<file path="src/design/tpdq_pkg.sv">
// ----------------------------------------------------------------------------
// tpdq_pkg
// Shared types and codes of the timestamped packet delay queue.
// ----------------------------------------------------------------------------
package tpdq_pkg;

  localparam int TAG_W   = 16;
  localparam int TIME_W  = 32;
  localparam int LAG_W   = 16;
  localparam int FLUSH_W = 7;
  localparam int CFG_IDX_W  = 2;
  localparam int CFG_DATA_W = 16;

  localparam logic [CFG_IDX_W-1:0] CFG_LAG_MS          = 2'd0;
  localparam logic [CFG_IDX_W-1:0] CFG_INBOUND_ENABLE  = 2'd1;
  localparam logic [CFG_IDX_W-1:0] CFG_OUTBOUND_ENABLE = 2'd2;
  localparam logic [CFG_IDX_W-1:0] CFG_FLUSH_COUNT     = 2'd3;

  localparam logic [LAG_W-1:0]   LAG_RESET   = 16'd100;
  localparam logic [FLUSH_W-1:0] FLUSH_RESET = 7'd26;

  localparam logic KIND_PACKET = 1'b0;
  localparam logic KIND_TICK   = 1'b1;

  localparam logic [1:0] CAUSE_BYPASS  = 2'd0;
  localparam logic [1:0] CAUSE_EXPIRED = 2'd1;
  localparam logic [1:0] CAUSE_FLUSH   = 2'd2;

  typedef struct packed {
    logic              kind;
    logic [TAG_W-1:0]  packet_tag;
    logic              is_outbound;
    logic [TIME_W-1:0] now_ms;
  } in_item_t;

  typedef struct packed {
    logic [TAG_W-1:0] out_tag;
    logic [1:0]       cause;
    logic             last;
  } out_item_t;

  typedef struct packed {
    logic push;
    logic bypass;
    logic tick_load;
    logic pop_expire;
    logic finish_expire;
    logic load_todo;
    logic pop_flush;
  } dp_cmd_t;

  typedef struct packed {
    logic enabled;
    logic full;
    logic expire_ok;
    logic todo_zero;
    logic todo_one;
  } dp_status_t;

endpackage

</file>
<file path="src/design/timestamped_packet_delay_queue_top.sv">
// ----------------------------------------------------------------------------
// timestamped_packet_delay_queue_top
// A packet item does not raise busy; a bypass result is valid in the cycle after the accept.
// A tick item that releases n expired entries raises busy; its results come one per cycle,
// and when no flush follows, the last is valid in the same cycle that busy falls.
// A tick that forces out f entries holds busy while it does so, and each flush result is
// valid in the cycle after its pop. The receiver cannot stall.
// Reset is asynchronous: pointers, fill count, configuration registers and flags return to defaults.
// ----------------------------------------------------------------------------
module timestamped_packet_delay_queue_top #(
  parameter int DEPTH    = 64,
  parameter int TAG_BITS = 16
) (
  input  logic                             clk_i,
  input  logic                             rst_ni,
  input  logic                             start_i,
  output logic                             busy_o,
  input  tpdq_pkg::in_item_t               in_i,
  output logic                             result_valid_o,
  output tpdq_pkg::out_item_t              result_o,
  input  logic                             cfg_valid_i,
  output logic                             cfg_ready_o,
  input  logic [tpdq_pkg::CFG_IDX_W-1:0]   cfg_index_i,
  input  logic [tpdq_pkg::CFG_DATA_W-1:0]  cfg_data_i
);
  import tpdq_pkg::*;

  dp_cmd_t    cmd;
  dp_status_t status;

  assign cfg_ready_o = 1'b1;

  tpdq_controller u_ctrl (
    .clk_i    (clk_i),
    .rst_ni   (rst_ni),
    .start_i  (start_i),
    .kind_i   (in_i.kind),
    .status_i (status),
    .cmd_o    (cmd),
    .busy_o   (busy_o)
  );

  tpdq_datapath #(
    .DEPTH    (DEPTH),
    .TAG_BITS (TAG_BITS)
  ) u_dp (
    .clk_i          (clk_i),
    .rst_ni         (rst_ni),
    .in_i           (in_i),
    .cmd_i          (cmd),
    .status_o       (status),
    .cfg_we_i       (cfg_valid_i && cfg_ready_o),
    .cfg_index_i    (cfg_index_i),
    .cfg_data_i     (cfg_data_i),
    .result_valid_o (result_valid_o),
    .result_o       (result_o)
  );

endmodule

</file>
<file path="src/design/tpdq_datapath.sv">
// ----------------------------------------------------------------------------
// tpdq_datapath
// Storage, pointers, fill count, configuration registers and result register.
// ----------------------------------------------------------------------------
module tpdq_datapath #(
  parameter int DEPTH    = 64,
  parameter int TAG_BITS = 16
) (
  input  logic                             clk_i,
  input  logic                             rst_ni,
  input  tpdq_pkg::in_item_t               in_i,
  input  tpdq_pkg::dp_cmd_t                cmd_i,
  output tpdq_pkg::dp_status_t             status_o,
  input  logic                             cfg_we_i,
  input  logic [tpdq_pkg::CFG_IDX_W-1:0]   cfg_index_i,
  input  logic [tpdq_pkg::CFG_DATA_W-1:0]  cfg_data_i,
  output logic                             result_valid_o,
  output tpdq_pkg::out_item_t              result_o
);
  import tpdq_pkg::*;

  localparam int AW = (DEPTH > 1) ? $clog2(DEPTH) : 1;
  localparam int CW = $clog2(DEPTH + 1);
  localparam int TW = (CW > FLUSH_W) ? CW : FLUSH_W;
  localparam int TB = (TAG_BITS < TAG_W) ? TAG_BITS : TAG_W;
  localparam logic [AW-1:0] LAST_IDX = AW'(DEPTH - 1);

  logic [TB-1:0]     tag_mem [DEPTH];
  logic [TIME_W-1:0] stamp_mem [DEPTH];

  logic [AW-1:0]     rptr_q, rptr_d, wptr_q, wptr_d;
  logic [CW-1:0]     fill_q, fill_d;
  logic [TW-1:0]     todo_q, todo_d;
  logic [TB-1:0]     head_tag_q, pend_tag_q;
  logic [TIME_W-1:0] head_stamp_q, now_q, age;
  logic              pend_valid_q;
  logic [LAG_W-1:0]  lag_q;
  logic              in_en_q, out_en_q;
  logic [FLUSH_W-1:0] flush_q;
  logic [TW-1:0]     fill_ext, flush_ext;
  logic              res_valid_q;
  out_item_t         res_q;

  assign fill_ext  = TW'(fill_q);
  assign flush_ext = TW'(flush_q);
  assign age       = now_q - head_stamp_q;

  assign status_o.enabled   = in_i.is_outbound ? out_en_q : in_en_q;
  assign status_o.full      = (fill_q == CW'(DEPTH));
  assign status_o.expire_ok = (fill_q != '0) && (age > TIME_W'(lag_q));
  assign status_o.todo_zero = (todo_q == '0);
  assign status_o.todo_one  = (todo_q == TW'(1));

  always_comb begin
    rptr_d = rptr_q;
    wptr_d = wptr_q;
    fill_d = fill_q;
    todo_d = todo_q;
    if (cmd_i.push) begin
      wptr_d = (wptr_q == LAST_IDX) ? '0 : wptr_q + AW'(1);
      fill_d = fill_q + CW'(1);
    end
    if (cmd_i.pop_expire || cmd_i.pop_flush) begin
      rptr_d = (rptr_q == LAST_IDX) ? '0 : rptr_q + AW'(1);
      fill_d = fill_q - CW'(1);
    end
    if (cmd_i.load_todo) begin
      todo_d = (flush_ext < fill_ext) ? flush_ext : fill_ext;
    end else if (cmd_i.pop_flush) begin
      todo_d = todo_q - TW'(1);
    end
  end

  always_ff @(posedge clk_i) begin
    if (cmd_i.push) begin
      tag_mem[wptr_q]   <= in_i.packet_tag[TB-1:0];
      stamp_mem[wptr_q] <= in_i.now_ms;
    end
    if (cmd_i.push && (wptr_q == rptr_d)) begin
      head_tag_q   <= in_i.packet_tag[TB-1:0];
      head_stamp_q <= in_i.now_ms;
    end else begin
      head_tag_q   <= tag_mem[rptr_d];
      head_stamp_q <= stamp_mem[rptr_d];
    end
    if (cmd_i.tick_load) begin
      now_q <= in_i.now_ms;
    end
    if (cmd_i.pop_expire) begin
      pend_tag_q <= head_tag_q;
    end
    if (cmd_i.bypass) begin
      res_q <= '{out_tag: TAG_W'(in_i.packet_tag[TB-1:0]), cause: CAUSE_BYPASS,
                 last: 1'b1};
    end else if (cmd_i.pop_expire) begin
      res_q <= '{out_tag: TAG_W'(pend_tag_q), cause: CAUSE_EXPIRED, last: 1'b0};
    end else if (cmd_i.finish_expire) begin
      res_q <= '{out_tag: TAG_W'(pend_tag_q), cause: CAUSE_EXPIRED, last: 1'b1};
    end else if (cmd_i.pop_flush) begin
      res_q <= '{out_tag: TAG_W'(head_tag_q), cause: CAUSE_FLUSH,
                 last: status_o.todo_one};
    end
  end

  always_ff @(posedge clk_i or negedge rst_ni) begin
    if (!rst_ni) begin
      rptr_q       <= '0;
      wptr_q       <= '0;
      fill_q       <= '0;
      todo_q       <= '0;
      pend_valid_q <= 1'b0;
      res_valid_q  <= 1'b0;
      lag_q        <= LAG_RESET;
      in_en_q      <= 1'b1;
      out_en_q     <= 1'b1;
      flush_q      <= FLUSH_RESET;
    end else begin
      rptr_q <= rptr_d;
      wptr_q <= wptr_d;
      fill_q <= fill_d;
      todo_q <= todo_d;
      res_valid_q <= cmd_i.bypass || cmd_i.pop_flush ||
                     ((cmd_i.pop_expire || cmd_i.finish_expire) && pend_valid_q);
      if (cmd_i.pop_expire) begin
        pend_valid_q <= 1'b1;
      end else if (cmd_i.finish_expire) begin
        pend_valid_q <= 1'b0;
      end
      if (cfg_we_i) begin
        case (cfg_index_i)
          CFG_LAG_MS:          lag_q    <= cfg_data_i;
          CFG_INBOUND_ENABLE:  in_en_q  <= cfg_data_i[0];
          CFG_OUTBOUND_ENABLE: out_en_q <= cfg_data_i[0];
          CFG_FLUSH_COUNT:     flush_q  <= cfg_data_i[FLUSH_W-1:0];
          default: ;
        endcase
      end
    end
  end

  assign result_valid_o = res_valid_q;
  assign result_o       = res_q;

endmodule

</file>
<file path="src/design/tpdq_controller.sv">
// ----------------------------------------------------------------------------
// tpdq_controller
// Sequences packet items and the release and flush walks of a tick.
// ----------------------------------------------------------------------------
module tpdq_controller (
  input  logic                  clk_i,
  input  logic                  rst_ni,
  input  logic                  start_i,
  input  logic                  kind_i,
  input  tpdq_pkg::dp_status_t  status_i,
  output tpdq_pkg::dp_cmd_t     cmd_o,
  output logic                  busy_o
);
  import tpdq_pkg::*;

  typedef enum logic [1:0] {
    ST_IDLE,
    ST_EXPIRE,
    ST_FLUSH
  } state_e;

  state_e state_q, state_d;
  logic   busy_q;

  always_comb begin
    cmd_o   = '0;
    state_d = state_q;
    case (state_q)
      ST_IDLE: begin
        if (start_i) begin
          if (kind_i == KIND_TICK) begin
            cmd_o.tick_load = 1'b1;
            state_d = ST_EXPIRE;
          end else if (status_i.enabled && !status_i.full) begin
            cmd_o.push = 1'b1;
          end else begin
            cmd_o.bypass = 1'b1;
          end
        end
      end
      ST_EXPIRE: begin
        if (status_i.expire_ok) begin
          cmd_o.pop_expire = 1'b1;
        end else if (status_i.full) begin
          cmd_o.load_todo = 1'b1;
          state_d = ST_FLUSH;
        end else begin
          cmd_o.finish_expire = 1'b1;
          state_d = ST_IDLE;
        end
      end
      ST_FLUSH: begin
        if (status_i.todo_zero) begin
          state_d = ST_IDLE;
        end else begin
          cmd_o.pop_flush = 1'b1;
          if (status_i.todo_one) begin
            state_d = ST_IDLE;
          end
        end
      end
      default: begin
        state_d = ST_IDLE;
      end
    endcase
  end

  always_ff @(posedge clk_i or negedge rst_ni) begin
    if (!rst_ni) begin
      state_q <= ST_IDLE;
      busy_q  <= 1'b0;
    end else begin
      state_q <= state_d;
      busy_q  <= (state_d != ST_IDLE);
    end
  end

  assign busy_o = busy_q;

endmodule
</file>
<file path="config.mk">
export PLATFORM = sky130hd
export DESIGN_NAME = timestamped_packet_delay_queue_top
export DESIGN_NICKNAME = d
export VERILOG_FILES = /design/src/design/tpdq_pkg.sv /design/src/design/timestamped_packet_delay_queue_top.sv /design/src/design/tpdq_datapath.sv /design/src/design/tpdq_controller.sv
export SDC_FILE = /design/constraint.sdc
export NUM_CORES = 2
export LEC_CHECK = 0
export CAP_MARGIN = 40
export CORE_AREA = 4 4 548 550
export CTS_BUF_LIST = sky130_fd_sc_hd__clkbuf_8
export DETAILED_ROUTE_END_ITERATION = 12
export DIE_AREA = 0 0 552 554
export DONT_BUFFER_PORTS = 1
export SLEW_MARGIN = 20
export SYNTH_ARGS = -nofsm -noshare
export SYNTH_HDL_FRONTEND = slang
export SYNTH_HIERARCHICAL = 1
export SYNTH_SLANG_ARGS = --single-unit
</file>
<file path="constraint.sdc">
create_clock -name clk_i -period 15.45 [get_ports clk_i]
set_input_delay 0 -clock clk_i [delete_from_list [all_inputs] [get_ports clk_i]]
set_output_delay 0 -clock clk_i [all_outputs]
set_load 0.02 [all_outputs]
</file>
# After elaboration in Yosys (flattened, before gate mapping)
# Memories as Yosys holds them, arrays and structs flattened. A register that Yosys moved wholly into a read port is not among the register bits.
# Index checks and enable logic that the tools add are counted.
word_totals:
  ff_bits: 123
  mem_bits_rw: 3072
  in_bits: 72
  out_inout_bits: 22
  wordCells: 97
  n_memories: 2
op_classes:
  add_sub_neg: 6
  n_lt_le_gt_ge: 2
  eq_ne: 9
  mux: 37
  reduce_logical: 23
mem_list:
  columns: ["memory", "words", "word_bits", "read_ports", "rd_ports_with_merged_regs", "wr", "line_no", "source"]
  rows:
  - ["u_dp.stamp_mem", 64, 32, 1, 1, 1, "tpdq_datapath.sv:29", "logic [TIME_W-1:0] stamp_mem [DEPTH];"]
  - ["u_dp.tag_mem", 64, 16, 1, 1, 1, "tpdq_datapath.sv:28", "logic [TB-1:0] tag_mem [DEPTH];"]
ops:
  columns: ["cell", "n"]
  rows:
  - ["19-bit two-way mux", 4]
  - ["7-bit two-way mux", 5]
  - ["32-bit by 16-bit greater-than comparator with 1-bit output", 1]
  - ["32-bit subtractor", 1]
  - ["6-bit two-way mux", 3]
  - ["2-bit two-way mux", 8]
  - ["7-bit by 1-bit subtractor with 7-bit output, second input constant", 2]
  - ["1-bit two-way mux", 13]
  - ["6-bit by 1-bit adder with 6-bit output, second input constant", 2]
  - ["6-bit equality test, second input constant", 2]
  - ["3-bit two-way mux", 3]
  - ["2-bit AND reduction", 4]
  - ["2-bit nonzero test", 4]
  - ["7-bit by 1-bit adder with 7-bit output, second input constant", 1]
  - ["7-bit by 1-bit equality test with 1-bit output, second input constant", 1]
  - ["7-bit equality test, second input constant", 1]
  - ["7-bit logical NOT", 1]
  - ["7-bit less-than comparator", 1]
  - ["7-bit nonzero test", 1]
  - ["2-bit equality test, second input constant", 3]
  - ["2-bit one-hot mux with 3 select lines", 1]
  - ["2-bit by 1-bit equality test with 1-bit output, second input constant", 2]
  - ["2-bit logical NOT", 2]
  - ["1-bit logical OR", 4]
  - ["other kinds (5)", 7]

# Logic depth before layout (Yosys ltp)
depth:
  word_depth: 9
  depth_mapped: 42
  mapped_depth_nobuf: 36

# Cells and area by module
# Netlist, hierarchy kept.
modules_own_cells:
  columns: ["mod", "instances", "cells_per_inst", "area_each_um2", "seq_area_each_um2"]
  rows:
  - ["tpdq_datapath", 1, 5140, 123631.1, 95686.8]
  - ["tpdq_controller", 1, 17, 186.4, 75.1]
  - ["timestamped_packet_delay_queue_top", 1, 2, 11.3, 0.0]

# Worst setup path before layout
# Ideal clock, no wire load.
synth_timing:
  kind: "register to register"
  from: "register (tool-made name)"
  to: "register u_dp.fill_q[6], in the netlist u_dp/fill_ext[6]"
  setup_ns: 0.122
  arrival_ns: 8.114
  setup_slack_ns: 7.214
  path_stages_with_launch: 38
  n_path_buf: 6
  path_cell_list: "dfxtp_1 buf_2 clkbuf_1 buf_2 clkbuf_1 clkbuf_1 mux4_2 mux4_2 mux2_2 a21oi_1 ha_1 a211oi_1 nor2_1 nor2_1 nand2_1 a31oi_1 o21ai_0 xor2_1 [2 not listed] nor4_1 nand4_1 a2111oi_0 nand4_1 nor4_1 a31oi_1 and2_1 or2_2 clkbuf_1 fa_1 a21oi_1 nor2_1 nor2_1 o21bai_1 a21oi_1 nor3b_1 a21o_1 xnor2_1"
synth_rtl:
  columns: ["element", "line_no", "source"]
  rows:
  - ["end signal, assigned", "tpdq_datapath.sv:120", "fill_q <= fill_d;"]
  - ["end, declared", "tpdq_datapath.sv:32", "logic [CW-1:0] fill_q, fill_d;"]

==> flow_metrics.tcl <==
set metrics [dict create \
    reg2regPathDepth 32 \
    io_pins 94 \
    ir_drop_v 0.000147 \
    synth_area_mm2 0.124 \
    syn_area_per_cell_um2 24.0 \
    die_y_um 554 \
    numPortBuffers 0 \
    maxSlewHeadroom_pct 18.4 \
    start_util_pct 41.9 \
    final-max-slew-violation-count 0 \
    hold_class "input pin to register" \
    start_kind "register" \
    firstDrtPassIters 8 \
    fillers 23468 \
    multiInputGateArea_mm2 0.0272 \
    grt_pass1_wl_mm 491 \
    syn_nets 5297 \
    yosys.cell_count.top_type "edfxtp_1" \
    yosys_warnings 6 \
    min_period_ns 10.33 \
    synthTopCellsByCount "edfxtp_1, mux4_2, clkbuf_1" \
    grt_pass1_vias 62079 \
    via_per_inst 5.99 \
    hold_depth 3 \
    worst-path-buf-inv 4 \
    ys.flop_type "edfxtp_1" \
    synth_edf_count 3136 \
    synthMuxAreaShare_pct 18.6 \
    synth-xor-area-share_pct 0.269 \
    yosysSeqAreaShare_pct 77.3 \
    hold_path_startpoint "in_i[41]" \
    holdPathEnd "u_dp/tag_mem[56][8]" \
    post-cts-setup-buffer-count 0 \
    synth_fa_ha_area_share_pct 0.679 \
    nNetsFinal 6065 \
    synth_top_area_share_pct 76.0 \
    first_iter_violations 8874 \
    fin_setup_tns_ns 0 \
    setup_ws_ns 5.12 \
    synthArstFlopShare_pct 1.75 \
    synth_top_family_by_area "multiplexers" \
    drc 0 \
    cts_resized 0 \
    path_clk_slew_ns 0.06 \
    dieArea_mm2 0.306 \
    regArea_mm2 0.0958 \
    cpMaxStageDelayCell "dfxtp_4" \
    routabilityCongestion 0.879 \
    overflow 0 \
    cts_hold_buf 249 \
    rr_endpoint "u_dp/fill_ext[6]" \
    crit_required_ns 16.41 \
    area_growth_pct 17.1 \
    synthTopCellsByArea "edfxtp_1, mux4_2, dfrtp_1, ha_1, clkbuf_1" \
    wire_per_inst_um 34.3 \
    crit_type "register to register" \
    powerDensity_mw_per_mm2 168 \
    rsz0062_at_grt "no" \
    synth-simple-area-share_pct 1.06 \
    cts_tree "yes" \
    period_share_pct 66.9 \
    rows 200 \
    ant_nets 0 \
    htreeDepth 6 \
    setup_violations 0 \
    ys_types 63 \
    cp_top_family "simple AND/OR/NAND/NOR gates" \
    cts_sinks 3201 \
    coreArea_mm2 0.296 \
    routed_wl_mm 352 \
    regToRegSetupSlack_ns 5.12 \
    layout-drive-gt1-share_pct 33.0 \
    cp-end-kind "register" \
    maxCapViolCount 0 \
    worst-slew-pin-transition_ns 1.22 \
    grtUsageTotal_pct 22.7 \
    hold_viol 0 \
    placement.setup.worst_slack_ns 5.45 \
    fmax_mhz 96.8 \
    clockRootBuffer "clkbuf_8" \
    p_leak_nw 46.3 \
    cp_data_arrival_time_ns 11.29 \
    postSynthCellCount 5159 \
    antenna_found_initial 30 \
    die_w_um 552 \
    worstSkewPairLatency_ns 1.16 \
    place_hpwl_mm 197 \
    synth_seq_cells 3201 \
    crit_fanout 140 \
    vias 61456 \
    numCtsBuffers 528 \
    grt_max_degree 149 \
    synth_compound_area_share_pct 1.01 \
    skew_ns 0.111 \
    clockBufferDepth 4 \
    cp_slowest_stage_delay_ns 0.78 \
    synth.largest_area_cell "edfxtp_1" \
    outcome "complete, no violations" \
]
sequential cells by signal, summed over array words and instances, names as in the netlist, named ones only:
signal / flops
u_ctrl/state_q: 2
u_dp/lag_q: 16
u_dp/result_o: 19
u_dp/out_en_q: 1
u_dp/flush_ext: 7
u_dp/result_valid_o: 1
u_dp/stamp_mem: 2048
u_dp/rptr_q: 6
u_dp/fill_ext: 7
u_dp/todo_q: 7
u_dp/pend_tag_q: 16
u_dp/wptr_q: 6
u_dp/in_en_q: 1
u_dp/now_q: 32
u_dp/pend_valid_q: 1
u_dp/tag_mem: 1024
u_ctrl/busy_o: 1
report_power, final:
part | internal (mW) | total, mW | switching (mW)
sequential | 9.69 | 9.93 | 0.237
clock | 3.36 | 6.76 | 3.40
combinational | 3.73 | 7.65 | 3.93
metrics by stage:
| stage | hold slack [ns] | std cells | utilization [%] | total power [mW] | cell area, um^2 |
|---|---|---|---|---|---|
| 2_1_floorplan | -0.296 | 5159 | - | 15.3 | 124000 |
| 3_5_place_dp | -0.294 | 9075 | 44.4 | 17.4 | 131000 |
| 6_report | 0.136 | 10262 | 49.0 | 24.3 | 145000 |
| 4_1_cts | 0.00659 | 10239 | 49.0 | 24.4 | 145000 |
| 3_3_place_gp | -0.294 | 8983 | 43.7 | 17.3 | 129000 |
| 5_1_grt | 0.0630 | 10262 | 49.0 | 25.4 | 145000 |
per-layer routing:
| metal | up-vias | GRT usage [%] | wire [um] |
|---|---|---|---|
| met2 | 3395 | 35.8 | 168000 |
| met4 | 4 | 6.45 | 9850 |
| met1 | 33572 | 32.1 | 139000 |
| li1 | 23894 | - | - |
| met3 | 591 | 5.18 | 35100 |
| met5 | - | 0 | 15 |
layout by cell type (no fill, tap or decap), types with 9 or more instances in the layout:
master,count
edfxtp_1,3136
mux4_2,998
clkbuf_8,535
inv_1,227
dlygate4sd3_1,151
buf_4,138
clkinv_1,120
buf_16,114
buf_12,80
nand2_1,78
a21oi_1,66
nor2_4,64
ha_1,64
nor2_1,50
dfrtp_1,48
o21ai_0,43
clkinv_2,32
mux2_2,25
mux2i_1,23
a21o_1,22
xnor2_1,21
nand3_1,19
xor2_1,17
nand4_1,17
a22oi_1,17
inv_6,16
o21ai_1,15
inv_8,14
diode_2,11
clkinv_8,9
nor2b_1,9
how the worst max path moves through the flow:
stage | end | slack (ns) | depth (start not counted)
6_report | u_dp/fill_ext[6] | 5.12 | 32
5_1_grt | u_dp/fill_ext[6] | 4.52 | 35
4_1_cts | u_dp/fill_ext[6] | 5.34 | 32
3_5_place_dp | u_dp/fill_ext[6] | 5.45 | 32
3_3_place_gp | u_dp/fill_ext[6] | 4.90 | 35
2_1_floorplan | u_dp/fill_ext[6] | 7.21 | 37
cell type report:
cell class,instances,share of cell area [%]
Multi-Input combinational cell,1642,18.8
Antenna cell,11,0.0190
Clock inverter,380,1.41
Inverter,58,0.150
Sequential cell,3201,66.0
Clock buffer,535,5.08
Timing Repair Buffer,496,5.14
Tap cell,3939,3.40
cell families after synthesis:
| logic type | Yosys count |
|---|---|
| AO/OA/AOI/OAI | 205 |
| adder cells (fa/ha/maj) | 66 |
| multiplexers | 1046 |
| XOR/XNOR | 38 |
| flip-flops | 3201 |
| other | 1 |
| buffers and inverters | 316 |
| AND/OR/NAND/NOR | 286 |
worst register-to-register path, delay by kind of cell (launching register included):
kind            cells  cell delay (ns)
compound gates      9             2.16
xor+xnor            2             0.30
fa+ha+maj           3             1.03
buf+inv             4             2.10
flops               1             0.78
mux                 3             1.49
simple gates       11             2.30
Note: power is estimated with default switching activity, not from simulation.
